$ cat src/design/ptf_pkg.sv
// ----------------------------------------------------------------------------
// ptf_pkg
// Shared sizes, codes and types for the programmable table state machine.
// ----------------------------------------------------------------------------
package ptf_pkg;

  localparam int MAX_STATES      = 16;
  localparam int MAX_TRANSITIONS = 8;
  localparam int SYMBOL_BITS     = 8;

  localparam int STATE_BITS = $clog2(MAX_STATES);
  localparam int NUM_BITS   = $clog2(MAX_STATES + 1);
  localparam int LANE_BITS  = (MAX_TRANSITIONS > 1) ? $clog2(MAX_TRANSITIONS) : 1;
  localparam int COUNT_BITS = $clog2(MAX_TRANSITIONS + 1);
  localparam int CMD_BITS   = 3;
  localparam int STAT_BITS  = 2;

  typedef enum logic [CMD_BITS-1:0] {
    CMD_INIT       = 3'd0,
    CMD_ADD_TRANS  = 3'd1,
    CMD_SET_DFLT   = 3'd2,
    CMD_MARK_FINAL = 3'd3,
    CMD_MARK_ERROR = 3'd4,
    CMD_STEP       = 3'd5
  } cmd_code_t;

  typedef enum logic [STAT_BITS-1:0] {
    ST_OK        = 2'd0,
    ST_BAD_STATE = 2'd1,
    ST_FULL      = 2'd2
  } status_t;

  typedef struct packed {
    logic [SYMBOL_BITS-1:0] symbol;
    logic [STATE_BITS-1:0]  target;
  } trans_entry_t;

  // controller to datapath
  typedef struct packed {
    logic capture;
    logic execute;
  } dp_cmd_t;

endpackage

$ cat src/design/ptf_if.sv
// ----------------------------------------------------------------------------
// ptf_if
// Valid/ready channels for command items and result items.
// ----------------------------------------------------------------------------
interface ptf_in_if;
  logic                             valid;
  logic                             ready;
  logic [ptf_pkg::CMD_BITS-1:0]     command;
  logic [ptf_pkg::STATE_BITS-1:0]   from_state;
  logic [ptf_pkg::STATE_BITS-1:0]   to_state;
  logic [ptf_pkg::SYMBOL_BITS-1:0]  symbol;

  modport source (output valid, command, from_state, to_state, symbol, input ready);
  modport sink (input valid, command, from_state, to_state, symbol, output ready);
endinterface

interface ptf_out_if;
  logic                            valid;
  logic                            ready;
  logic [ptf_pkg::STAT_BITS-1:0]   status;
  logic                            matched;
  logic [ptf_pkg::STATE_BITS-1:0]  current_state;
  logic [ptf_pkg::STATE_BITS-1:0]  previous_state;
  logic                            in_error;
  logic                            accepted;

  modport source (output valid, status, matched, current_state, previous_state, in_error,
                  accepted, input ready);
  modport sink (input valid, status, matched, current_state, previous_state, in_error,
                accepted, output ready);
endinterface

$ cat src/design/ptf_ctrl.sv
// ----------------------------------------------------------------------------
// ptf_ctrl
// Sequencer: captures one transaction, executes it, holds the result register.
// ----------------------------------------------------------------------------
module ptf_ctrl (
  input  logic              clk,
  input  logic              rst,
  input  logic              in_valid,
  output logic              in_ready,
  output logic              out_valid,
  input  logic              out_ready,
  output ptf_pkg::dp_cmd_t  cmd
);

  typedef enum logic [0:0] {
    S_IDLE,
    S_EXEC
  } state_t;

  state_t state;

  assign in_ready    = (state == S_IDLE);
  assign cmd.capture = in_valid && in_ready;
  // result register must be free or draining this cycle
  assign cmd.execute = (state == S_EXEC) && (!out_valid || out_ready);

  always_ff @(posedge clk) begin
    if (rst) begin
      state     <= S_IDLE;
      out_valid <= 1'b0;
    end else begin
      case (state)
        S_IDLE: begin
          if (cmd.capture) state <= S_EXEC;
        end
        S_EXEC: begin
          if (cmd.execute) state <= S_IDLE;
        end
        default: state <= S_IDLE;
      endcase
      if (cmd.execute) begin
        out_valid <= 1'b1;
      end else if (out_ready) begin
        out_valid <= 1'b0;
      end
    end
  end

`ifndef NO_ASSERTIONS
  a_capture_exec: assert property (@(posedge clk) disable iff (rst)
    cmd.capture |=> state == S_EXEC)
    else $error("captured transaction did not move to execute");

  a_exec_result: assert property (@(posedge clk) disable iff (rst)
    cmd.execute |=> out_valid)
    else $error("executed transaction produced no result");

  a_stall_hold: assert property (@(posedge clk) disable iff (rst)
    (state == S_EXEC && out_valid && !out_ready) |=> state == S_EXEC && !cmd.capture)
    else $error("execute left while result register was blocked");
`endif

endmodule

$ cat src/design/ptf_datapath.sv
// ----------------------------------------------------------------------------
// ptf_datapath
// State table, transition row memory, item and result registers.
// ----------------------------------------------------------------------------
module ptf_datapath (
  input  logic                             clk,
  input  logic                             rst,
  input  logic                             cfg_we,
  input  logic [ptf_pkg::NUM_BITS-1:0]     cfg_wdata,
  input  ptf_pkg::dp_cmd_t                 cmd,
  input  logic [ptf_pkg::CMD_BITS-1:0]     command,
  input  logic [ptf_pkg::STATE_BITS-1:0]   from_state,
  input  logic [ptf_pkg::STATE_BITS-1:0]   to_state,
  input  logic [ptf_pkg::SYMBOL_BITS-1:0]  symbol,
  output logic [ptf_pkg::STAT_BITS-1:0]    res_status,
  output logic                             res_matched,
  output logic [ptf_pkg::STATE_BITS-1:0]   res_current,
  output logic [ptf_pkg::STATE_BITS-1:0]   res_previous,
  output logic                             res_in_error,
  output logic                             res_accepted
);

  logic [ptf_pkg::NUM_BITS-1:0]    num_states;
  logic [ptf_pkg::STATE_BITS-1:0]  cur_state;
  logic [ptf_pkg::STATE_BITS-1:0]  prev_state;
  logic [ptf_pkg::STATE_BITS-1:0]  err_state;
  logic [ptf_pkg::COUNT_BITS-1:0]  trans_count [ptf_pkg::MAX_STATES];
  logic [ptf_pkg::STATE_BITS-1:0]  dflt_target [ptf_pkg::MAX_STATES];
  logic [ptf_pkg::MAX_STATES-1:0]  final_flags;

  // captured item
  logic [ptf_pkg::CMD_BITS-1:0]    cmd_q;
  logic [ptf_pkg::STATE_BITS-1:0]  from_q;
  logic [ptf_pkg::STATE_BITS-1:0]  to_q;
  logic [ptf_pkg::SYMBOL_BITS-1:0] sym_q;

  // one row per state, one lane per transition slot
  ptf_pkg::trans_entry_t trans_mem [ptf_pkg::MAX_STATES][ptf_pkg::MAX_TRANSITIONS];
  ptf_pkg::trans_entry_t row_q [ptf_pkg::MAX_TRANSITIONS];

  logic [ptf_pkg::STATE_BITS-1:0]  last_idx;
  logic                            from_ok;
  logic                            to_ok;
  logic [ptf_pkg::STATE_BITS-1:0]  cnt_addr;
  logic [ptf_pkg::COUNT_BITS-1:0]  cnt_sel;
  logic                            list_full;
  logic                            mem_we;
  logic                            cnt_inc;
  logic                            step_hit;
  logic [ptf_pkg::STATE_BITS-1:0]  step_target;
  logic [ptf_pkg::STATE_BITS-1:0]  cur_next;
  logic [ptf_pkg::STATE_BITS-1:0]  prev_next;
  logic [ptf_pkg::STATE_BITS-1:0]  err_next;
  logic [ptf_pkg::MAX_STATES-1:0]  final_next;
  logic [ptf_pkg::STAT_BITS-1:0]   status_next;
  logic                            matched_next;

  // clamp count to 1..MAX_STATES, keep the last valid index
  always_comb begin
    if (num_states == '0) begin
      last_idx = '0;
    end else if (num_states > ptf_pkg::NUM_BITS'(ptf_pkg::MAX_STATES)) begin
      last_idx = ptf_pkg::STATE_BITS'(ptf_pkg::MAX_STATES - 1);
    end else begin
      last_idx = ptf_pkg::STATE_BITS'(num_states - 1'b1);
    end
  end

  assign from_ok   = (from_q <= last_idx);
  assign to_ok     = (to_q <= last_idx);
  assign cnt_addr  = (cmd_q == ptf_pkg::CMD_STEP) ? cur_state : from_q;
  assign cnt_sel   = trans_count[cnt_addr];
  assign list_full = (cnt_sel >= ptf_pkg::COUNT_BITS'(ptf_pkg::MAX_TRANSITIONS));

  // first matching lane below the count wins
  always_comb begin
    step_hit    = 1'b0;
    step_target = dflt_target[cur_state];
    for (int i = 0; i < ptf_pkg::MAX_TRANSITIONS; i++) begin
      if (!step_hit && (ptf_pkg::COUNT_BITS'(i) < cnt_sel) &&
          (row_q[i].symbol == sym_q)) begin
        step_hit    = 1'b1;
        step_target = row_q[i].target;
      end
    end
  end

  always_comb begin
    cur_next     = cur_state;
    prev_next    = prev_state;
    err_next     = err_state;
    final_next   = final_flags;
    status_next  = ptf_pkg::ST_OK;
    matched_next = 1'b0;
    mem_we       = 1'b0;
    cnt_inc      = 1'b0;
    case (cmd_q)
      ptf_pkg::CMD_INIT: begin
        cur_next   = '0;
        prev_next  = '0;
        err_next   = last_idx;
        final_next = '0;
      end
      ptf_pkg::CMD_ADD_TRANS: begin
        if (!from_ok || !to_ok) begin
          status_next = ptf_pkg::ST_BAD_STATE;
        end else if (list_full) begin
          status_next = ptf_pkg::ST_FULL;
        end else begin
          mem_we  = cmd.execute;
          cnt_inc = 1'b1;
        end
      end
      ptf_pkg::CMD_SET_DFLT: begin
        if (!from_ok || !to_ok) status_next = ptf_pkg::ST_BAD_STATE;
      end
      ptf_pkg::CMD_MARK_FINAL: begin
        if (!from_ok) status_next = ptf_pkg::ST_BAD_STATE;
        else final_next[from_q] = 1'b1;
      end
      ptf_pkg::CMD_MARK_ERROR: begin
        if (!from_ok) begin
          status_next = ptf_pkg::ST_BAD_STATE;
        end else begin
          err_next            = from_q;
          final_next[from_q]  = 1'b0;
        end
      end
      ptf_pkg::CMD_STEP: begin
        prev_next    = cur_state;
        cur_next     = step_target;
        matched_next = step_hit;
      end
      default: ;
    endcase
  end

  always_ff @(posedge clk) begin
    if (cmd.capture) begin
      cmd_q  <= command;
      from_q <= from_state;
      to_q   <= to_state;
      sym_q  <= symbol;
    end
    if (cmd.execute) begin
      res_status   <= status_next;
      res_matched  <= matched_next;
      res_current  <= cur_next;
      res_previous <= prev_next;
      res_in_error <= (cur_next == err_next);
      res_accepted <= final_next[cur_next];
    end
  end

  // transition rows: single-lane write, full-row registered read
  always_ff @(posedge clk) begin
    if (mem_we) begin
      trans_mem[from_q][cnt_sel[ptf_pkg::LANE_BITS-1:0]] <= '{symbol: sym_q, target: to_q};
    end
    if (cmd.capture) begin
      row_q <= trans_mem[cur_state];
    end
  end

  always_ff @(posedge clk) begin
    if (rst) begin
      num_states  <= ptf_pkg::NUM_BITS'(ptf_pkg::MAX_STATES);
      cur_state   <= '0;
      prev_state  <= '0;
      err_state   <= ptf_pkg::STATE_BITS'(ptf_pkg::MAX_STATES - 1);
      final_flags <= '0;
      for (int i = 0; i < ptf_pkg::MAX_STATES; i++) begin
        trans_count[i] <= '0;
        dflt_target[i] <= ptf_pkg::STATE_BITS'(ptf_pkg::MAX_STATES - 1);
      end
    end else begin
      if (cfg_we) num_states <= cfg_wdata;
      if (cmd.execute) begin
        cur_state   <= cur_next;
        prev_state  <= prev_next;
        err_state   <= err_next;
        final_flags <= final_next;
        case (cmd_q)
          ptf_pkg::CMD_INIT: begin
            for (int i = 0; i < ptf_pkg::MAX_STATES; i++) begin
              trans_count[i] <= '0;
              dflt_target[i] <= last_idx;
            end
          end
          ptf_pkg::CMD_ADD_TRANS: begin
            if (cnt_inc) trans_count[from_q] <= ptf_pkg::COUNT_BITS'(cnt_sel + 1'b1);
          end
          ptf_pkg::CMD_SET_DFLT: begin
            if (from_ok && to_ok) dflt_target[from_q] <= to_q;
          end
          ptf_pkg::CMD_MARK_ERROR: begin
            if (from_ok) begin
              trans_count[from_q] <= '0;
              dflt_target[from_q] <= from_q;
            end
          end
          default: ;
        endcase
      end
    end
  end

`ifndef NO_ASSERTIONS
  a_count_bound: assert property (@(posedge clk) disable iff (rst)
    trans_count[cur_state] <= ptf_pkg::COUNT_BITS'(ptf_pkg::MAX_TRANSITIONS))
    else $error("transition count above list size");

  a_init_clears: assert property (@(posedge clk) disable iff (rst)
    (cmd.execute && cmd_q == ptf_pkg::CMD_INIT) |=>
      (cur_state == '0 && prev_state == '0 && final_flags == '0))
    else $error("init left state behind");

  a_error_loop: assert property (@(posedge clk) disable iff (rst)
    (cmd.execute && cmd_q == ptf_pkg::CMD_MARK_ERROR && from_ok) |=>
      (dflt_target[err_state] == err_state && trans_count[err_state] == '0))
    else $error("error state does not loop on itself");
`endif

endmodule

$ cat src/design/programmable_table_fsm_core.sv
// ----------------------------------------------------------------------------
// programmable_table_fsm_core
// Table-driven state machine built and stepped by command transactions.
// ----------------------------------------------------------------------------
// Each accepted transaction yields exactly one result. A transaction has a
// capture cycle, which also reads the current state's transition row (all
// slots at once) from the row memory, and an execute cycle, which compares
// the symbol against every slot, applies the command and loads the result
// register. The next transaction is accepted in the cycle after execute, so
// no new transaction is taken before the previous one has executed;
// execute waits as long as the previous result is still held. Table memory is
// not cleared on reset; per-state counts keep unwritten slots from being read.
// num_states may be written only while no transaction is in flight.
module programmable_table_fsm_core (
  input  logic                          clk,
  input  logic                          rst,
  input  logic                          cfg_we,
  input  logic [ptf_pkg::NUM_BITS-1:0]  cfg_wdata,
  ptf_in_if.sink                        item,
  ptf_out_if.source                     result
);

  ptf_pkg::dp_cmd_t dp_cmd;

  ptf_ctrl u_ctrl (
    .clk       (clk),
    .rst       (rst),
    .in_valid  (item.valid),
    .in_ready  (item.ready),
    .out_valid (result.valid),
    .out_ready (result.ready),
    .cmd       (dp_cmd)
  );

  ptf_datapath u_datapath (
    .clk          (clk),
    .rst          (rst),
    .cfg_we       (cfg_we),
    .cfg_wdata    (cfg_wdata),
    .cmd          (dp_cmd),
    .command      (item.command),
    .from_state   (item.from_state),
    .to_state     (item.to_state),
    .symbol       (item.symbol),
    .res_status   (result.status),
    .res_matched  (result.matched),
    .res_current  (result.current_state),
    .res_previous (result.previous_state),
    .res_in_error (result.in_error),
    .res_accepted (result.accepted)
  );

endmodule
$ cat src/flat_wrapper.sv
// flat-port wrapper written by rule: the top's interface ports become plain ports
module programmable_table_fsm_core_flat 
  (clk, rst, cfg_we, cfg_wdata, item_valid, item_command, item_from_state, item_to_state, item_symbol, item_ready, result_valid, result_status, result_matched, result_current_state, result_previous_state, result_in_error, result_accepted, result_ready);
  ptf_in_if item_i ();
  ptf_out_if result_i ();
  input  logic clk;
  input  logic rst;
  input  logic cfg_we;
  input  logic [ptf_pkg::NUM_BITS-1:0] cfg_wdata;
  input wire logic [$bits(item_i.valid)-1:0] item_valid;
  input wire logic [$bits(item_i.command)-1:0] item_command;
  input wire logic [$bits(item_i.from_state)-1:0] item_from_state;
  input wire logic [$bits(item_i.to_state)-1:0] item_to_state;
  input wire logic [$bits(item_i.symbol)-1:0] item_symbol;
  output wire logic [$bits(item_i.ready)-1:0] item_ready;
  output wire logic [$bits(result_i.valid)-1:0] result_valid;
  output wire logic [$bits(result_i.status)-1:0] result_status;
  output wire logic [$bits(result_i.matched)-1:0] result_matched;
  output wire logic [$bits(result_i.current_state)-1:0] result_current_state;
  output wire logic [$bits(result_i.previous_state)-1:0] result_previous_state;
  output wire logic [$bits(result_i.in_error)-1:0] result_in_error;
  output wire logic [$bits(result_i.accepted)-1:0] result_accepted;
  input wire logic [$bits(result_i.ready)-1:0] result_ready;
  assign item_i.valid = item_valid;
  assign item_i.command = item_command;
  assign item_i.from_state = item_from_state;
  assign item_i.to_state = item_to_state;
  assign item_i.symbol = item_symbol;
  assign item_ready = item_i.ready;
  assign result_valid = result_i.valid;
  assign result_status = result_i.status;
  assign result_matched = result_i.matched;
  assign result_current_state = result_i.current_state;
  assign result_previous_state = result_i.previous_state;
  assign result_in_error = result_i.in_error;
  assign result_accepted = result_i.accepted;
  assign result_i.ready = result_ready;
  programmable_table_fsm_core u_core (.clk(clk), .rst(rst), .cfg_we(cfg_we), .cfg_wdata(cfg_wdata), .item(item_i), .result(result_i));
endmodule
$ cat config.mk
export PLATFORM = sky130hd
export DESIGN_NAME = programmable_table_fsm_core_flat
export DESIGN_NICKNAME = d
export VERILOG_FILES = /design/src/design/ptf_pkg.sv /design/src/design/ptf_if.sv /design/src/design/ptf_ctrl.sv /design/src/design/ptf_datapath.sv /design/src/design/programmable_table_fsm_core.sv /design/src/flat_wrapper.sv
export SDC_FILE = /design/constraint.sdc
export NUM_CORES = 2
export LEC_CHECK = 0
export ABC_CLOCK_PERIOD_IN_PS = 6700
export BUFFER_PORTS_ARGS = -buffer_cell sky130_fd_sc_hd__buf_2
export CORE_MARGIN = 1.5
export CORE_UTILIZATION = 57
export DETAILED_ROUTE_END_ITERATION = 16
export PLACE_DENSITY = 0.77
export SLEW_MARGIN = 20
export SYNTH_ARGS = -nofsm -noshare
export SYNTH_HDL_FRONTEND = slang
export SYNTH_SLANG_ARGS = --single-unit
$ cat constraint.sdc
create_clock -name clk -period 6.7 [get_ports clk]
set_clock_uncertainty 0.1 [all_clocks]
set_input_delay 0.67 -clock clk [delete_from_list [all_inputs] [get_ports clk]]
set_output_delay 0.67 -clock clk [all_outputs]
set_load 0.005 [all_outputs]
==> metrics.md <==
| Metric | Value |
|---|---|
| Internal power | 18.8 mW |
| Total number of vias | 36,925 |
| # rows | 130 |
| Sequential Power Share | 53.5% |
| Crit Path Category | flip-flop to flip-flop |
| Vias in the first global route | 37,131 |
| Most common cell after layout, fill and taps aside | edfxtp_1 |
| Gr usage total | 27.4% |
| Fin. Hold Viols | 0 |
| Initial antenna violation count | 2 |
| Routed WL | 176 mm |
| Area of the core | 126,000 um^2 |
| First-pass GRT wire length | 256 mm |
| Critical path's top delay family | compound AO/OA/AOI/OAI gates |
| Synth Warn # | 0 |
| P&R area growth vs syn | 12.6% |
| Worst path most repeated cell | mux2i_1 |
| Fin crit share | 85.2% |
| Max clock buf depth | 3 |
| Die area | 129,000 um^2 |
| Most frequent cells in the layout | edfxtp_1 (1,792), mux4_2 (500), nor2_1 (276) |
| Gr ovfl total | 0 |
| H-tree levels | 4 |
| Starting Density | 57.6% |
| Arrival time worst endpoint | 6260 ps |
| Hold-fix buffers, CTS | 21 |
| Area of the mapped netlist | 72,500 um^2 |
| Crit path buf inv count | 2 |
| Overall die width | 360 um |
| Max Fanout on Critical Path | 18 |
| Die H | 360 um |
| Tmin final | 5710 ps |
| Detail Placement HPWL | 98.7 mm |
| Slew headroom | 20.7% |
| Ys flop type | edfxtp_1 |
| Ys async rst share | 0% |
| Number of flops mapped to enable cells by yosys | 1,792 |
| Post-synthesis register bit count | 1,831 |
| Sw frac | 21.5% |
| Max Cap Viol | 0 |
| Fin area | 81,600 um^2 |
| Boundary pin count | 44 |
| Worst-Skew Late Latency | 810 ps |
| NetSw | 5.15 mW |
| Clock power frac | 40.9% |
| CTS resizes | 0 |
| Largest net degree at the start of global routing | 137 |
| DR WL/cell | 31.5 um |
| WP data required | 7250 ps |
| Status | completed |
| First-pass iteration count of the detailed router | 7 |
| CTS Buf Count | 174 |
| Worst hold slack | 42.7 ps |
| CTS root buffer | clkbuf_16 |
| Post-CTS Setup Inserts | 0 |
| Post-DR vias/cell | 6.63 |
| Cell at the slowest stage of the critical path | a22oi_2 |
| Post-synthesis sequential area ratio | 75.3% |
| RSZ-0062 raised after global routing | no |
| # port buffers | 43 |
| Setup TNS | 0 ps |
| Worst setup SP type | flip-flop |
| Worst-margin pin slew | 1190 ps |
| CTS tree | built |
| Critical path capture point type | flip-flop |
| Share of layout cells above drive strength 1 | 27.1% |
| Worst hold path class | primary input to flip-flop |
| Worst VDD drop | 0.000318 V |
| Clock sinks | 1,831 |
| Final Max Slew Viols | 0 |
| P_leak | 25.3 nW |
| Drt drc | 0 |
| DRT antenna net count | 0 |
| Post-synthesis cell count | 3,518 |
| Pwr Density | 293 nW/um^2 |
| Mapped Avg Cell Area | 20.6 um^2 |
| Gp weighted congestion | 0.933 |
| Fmax | 175 MHz |
| CP Cell Sequence | and4b_4 -> a21o_1 -> nand2_1 -> and3_1 -> a311oi_1 -> a211oi_1 -> nor2_1 -> inv_1 -> ha_1 -> inv_1 -> o31a_4 -> and4bb_1 -> o211ai_1 -> o211ai_1 -> a22oi_2 -> mux2_2 -> mux2i_1 -> mux2i_1 -> mux2i_1 |
| DR iter-0 viols | 5,588 |
| Clock-pin slew on the worst setup and hold paths | 60 ps |
| Yosys cell types | 91 |
| Largest stage delay, worst path | 730 ps |
| Comb pwr share | 5.6% |
| Final nets | 3,813 |
| Final setup violating endpoints | 0 |
| Synthesized Nets | 3,560 |
| Placed cell area | 75,700 um^2 |
-- layer usage --
metal  share of wire [%]  wire [um]  vias to the layer above  GRT usage [%]
li1                    -          -                    14960              -
met1                  38      66200                    19331           38.7
met2                  49      85800                     2315           43.4
met3                  10      17600                      315           5.42
met4                 3.4       6010                        4           9.64
met5               0.015         26                        -              0
-- worst register-to-register path, delay by kind of cell, from the launching register on --
family	cells	cell delay [ps]
buffers and inverters	2	230
multiplexers	4	760
adder cells (fa/ha/maj)	1	230
AND/OR/NAND/NOR	5	1480
flip-flops	1	520
AO/OA/AOI/OAI	7	2230
-- per-stage QoR --
stage                     std cells  setup WS (ps)  util, %  total power, mW
after floorplan                3518            333        -             13.9
after global placement         5222           1230     60.1             14.3
after detailed placement       5223           1110     60.1             14.3
after CTS                      5567           1080     64.8             24.0
after global routing           5568            569     64.8             24.5
final                          5569            994     64.8             23.9
-- synth_stat cells (all sizes together), types with 6 or more instances --
cell / number / area, um^2
nor3: 34 / 170
xor2: 28 / 245
dfxtp: 39 / 781
nor2: 276 / 1040
a211oi: 20 / 165
nand3: 15 / 75.1
buf: 61 / 314
a21oi: 95 / 494
a21boi: 18 / 135
mux4: 500 / 11300
nand2b: 9 / 56.3
a22oi: 6 / 55.1
ha: 13 / 163
inv: 22 / 82.6
a21o: 8 / 67.6
and2: 9 / 58.8
xnor2: 42 / 368
nand4: 13 / 81.3
clkbuf: 145 / 544
edfxtp: 1792 / 53800
and3: 11 / 68.8
mux2i: 57 / 587
nor2b: 16 / 100
o21ai: 72 / 360
nand2: 117 / 439
nor4: 10 / 75.1
-- cells by family (layout without fill, tap and decap cells) --
kind of cell,count (synthesis),in the layout,synth area share [%]
AO/OA/AOI/OAI,276,276,2.55
XOR/XNOR,70,70,0.846
adder cells (fa/ha/maj),13,13,0.224
buffers and inverters,229,629,1.30
flip-flops,1831,1831,75.3
multiplexers,560,560,16.4
other,0,1,0
AND/OR/NAND/NOR,539,539,3.33
-- state kept, by name, summed over array words and instances (netlist names), 2 cells and up, named ones only --
name,cells
u_core.u_datapath.res_current,4
u_core.u_datapath.to_q,4
u_core.u_datapath.sym_q,8
u_core.u_datapath.trans_count,64
u_core.u_datapath.cur_state,4
u_core.u_datapath.final_flags,16
u_core.u_datapath.dflt_target,64
u_core.u_datapath.row_q,96
u_core.u_datapath.num_states,5
u_core.u_datapath.err_state,4
u_core.u_datapath.cmd_q,3
u_core.u_datapath.trans_mem,1536
u_core.u_datapath.from_q,4
u_core.u_datapath.res_previous,4
u_core.u_datapath.res_status,2
u_core.u_datapath.prev_state,4
-- layout make-up --
class,instances,area [um^2]
Tap cell,1650,2060
Multi-Input combinational cell,1458,17000
Sequential cell,1831,54600
Antenna cell,1,2.50
Fill cell,7952,44300
Clock buffer,208,4570
Timing Repair Buffer,283,2240
Clock inverter,115,1080
Inverter,23,86.3
-- power groups by stage --
| stage | logic (mW) | registers (mW) | clock network (mW) |
|---|---|---|---|
| finish | 1.34 | 12.8 | 9.79 |
| global route | 1.42 | 12.8 | 10.3 |
| CTS | 1.33 | 12.8 | 9.88 |
| detailed placement | 1.31 | 13.0 | 0 |
| global placement | 1.28 | 13.0 | 0 |
| floorplan | 0.829 | 13.1 | 0 |
-- final timing paths --
kind,start,end,slack (ps),cells past startpoint
max,u_core.u_datapath.cmd_q[1],u_core.u_datapath.res_accepted,990,19
min,cfg_wdata[2],u_core.u_datapath.num_states[2],40,3
max reg2reg,u_core.u_datapath.cmd_q[1],u_core.u_datapath.res_accepted,990,19
min reg2reg,u_core.u_datapath.prev_state[1],u_core.u_datapath.prev_state[1],360,2
Power figures use the tool's default switching activity.
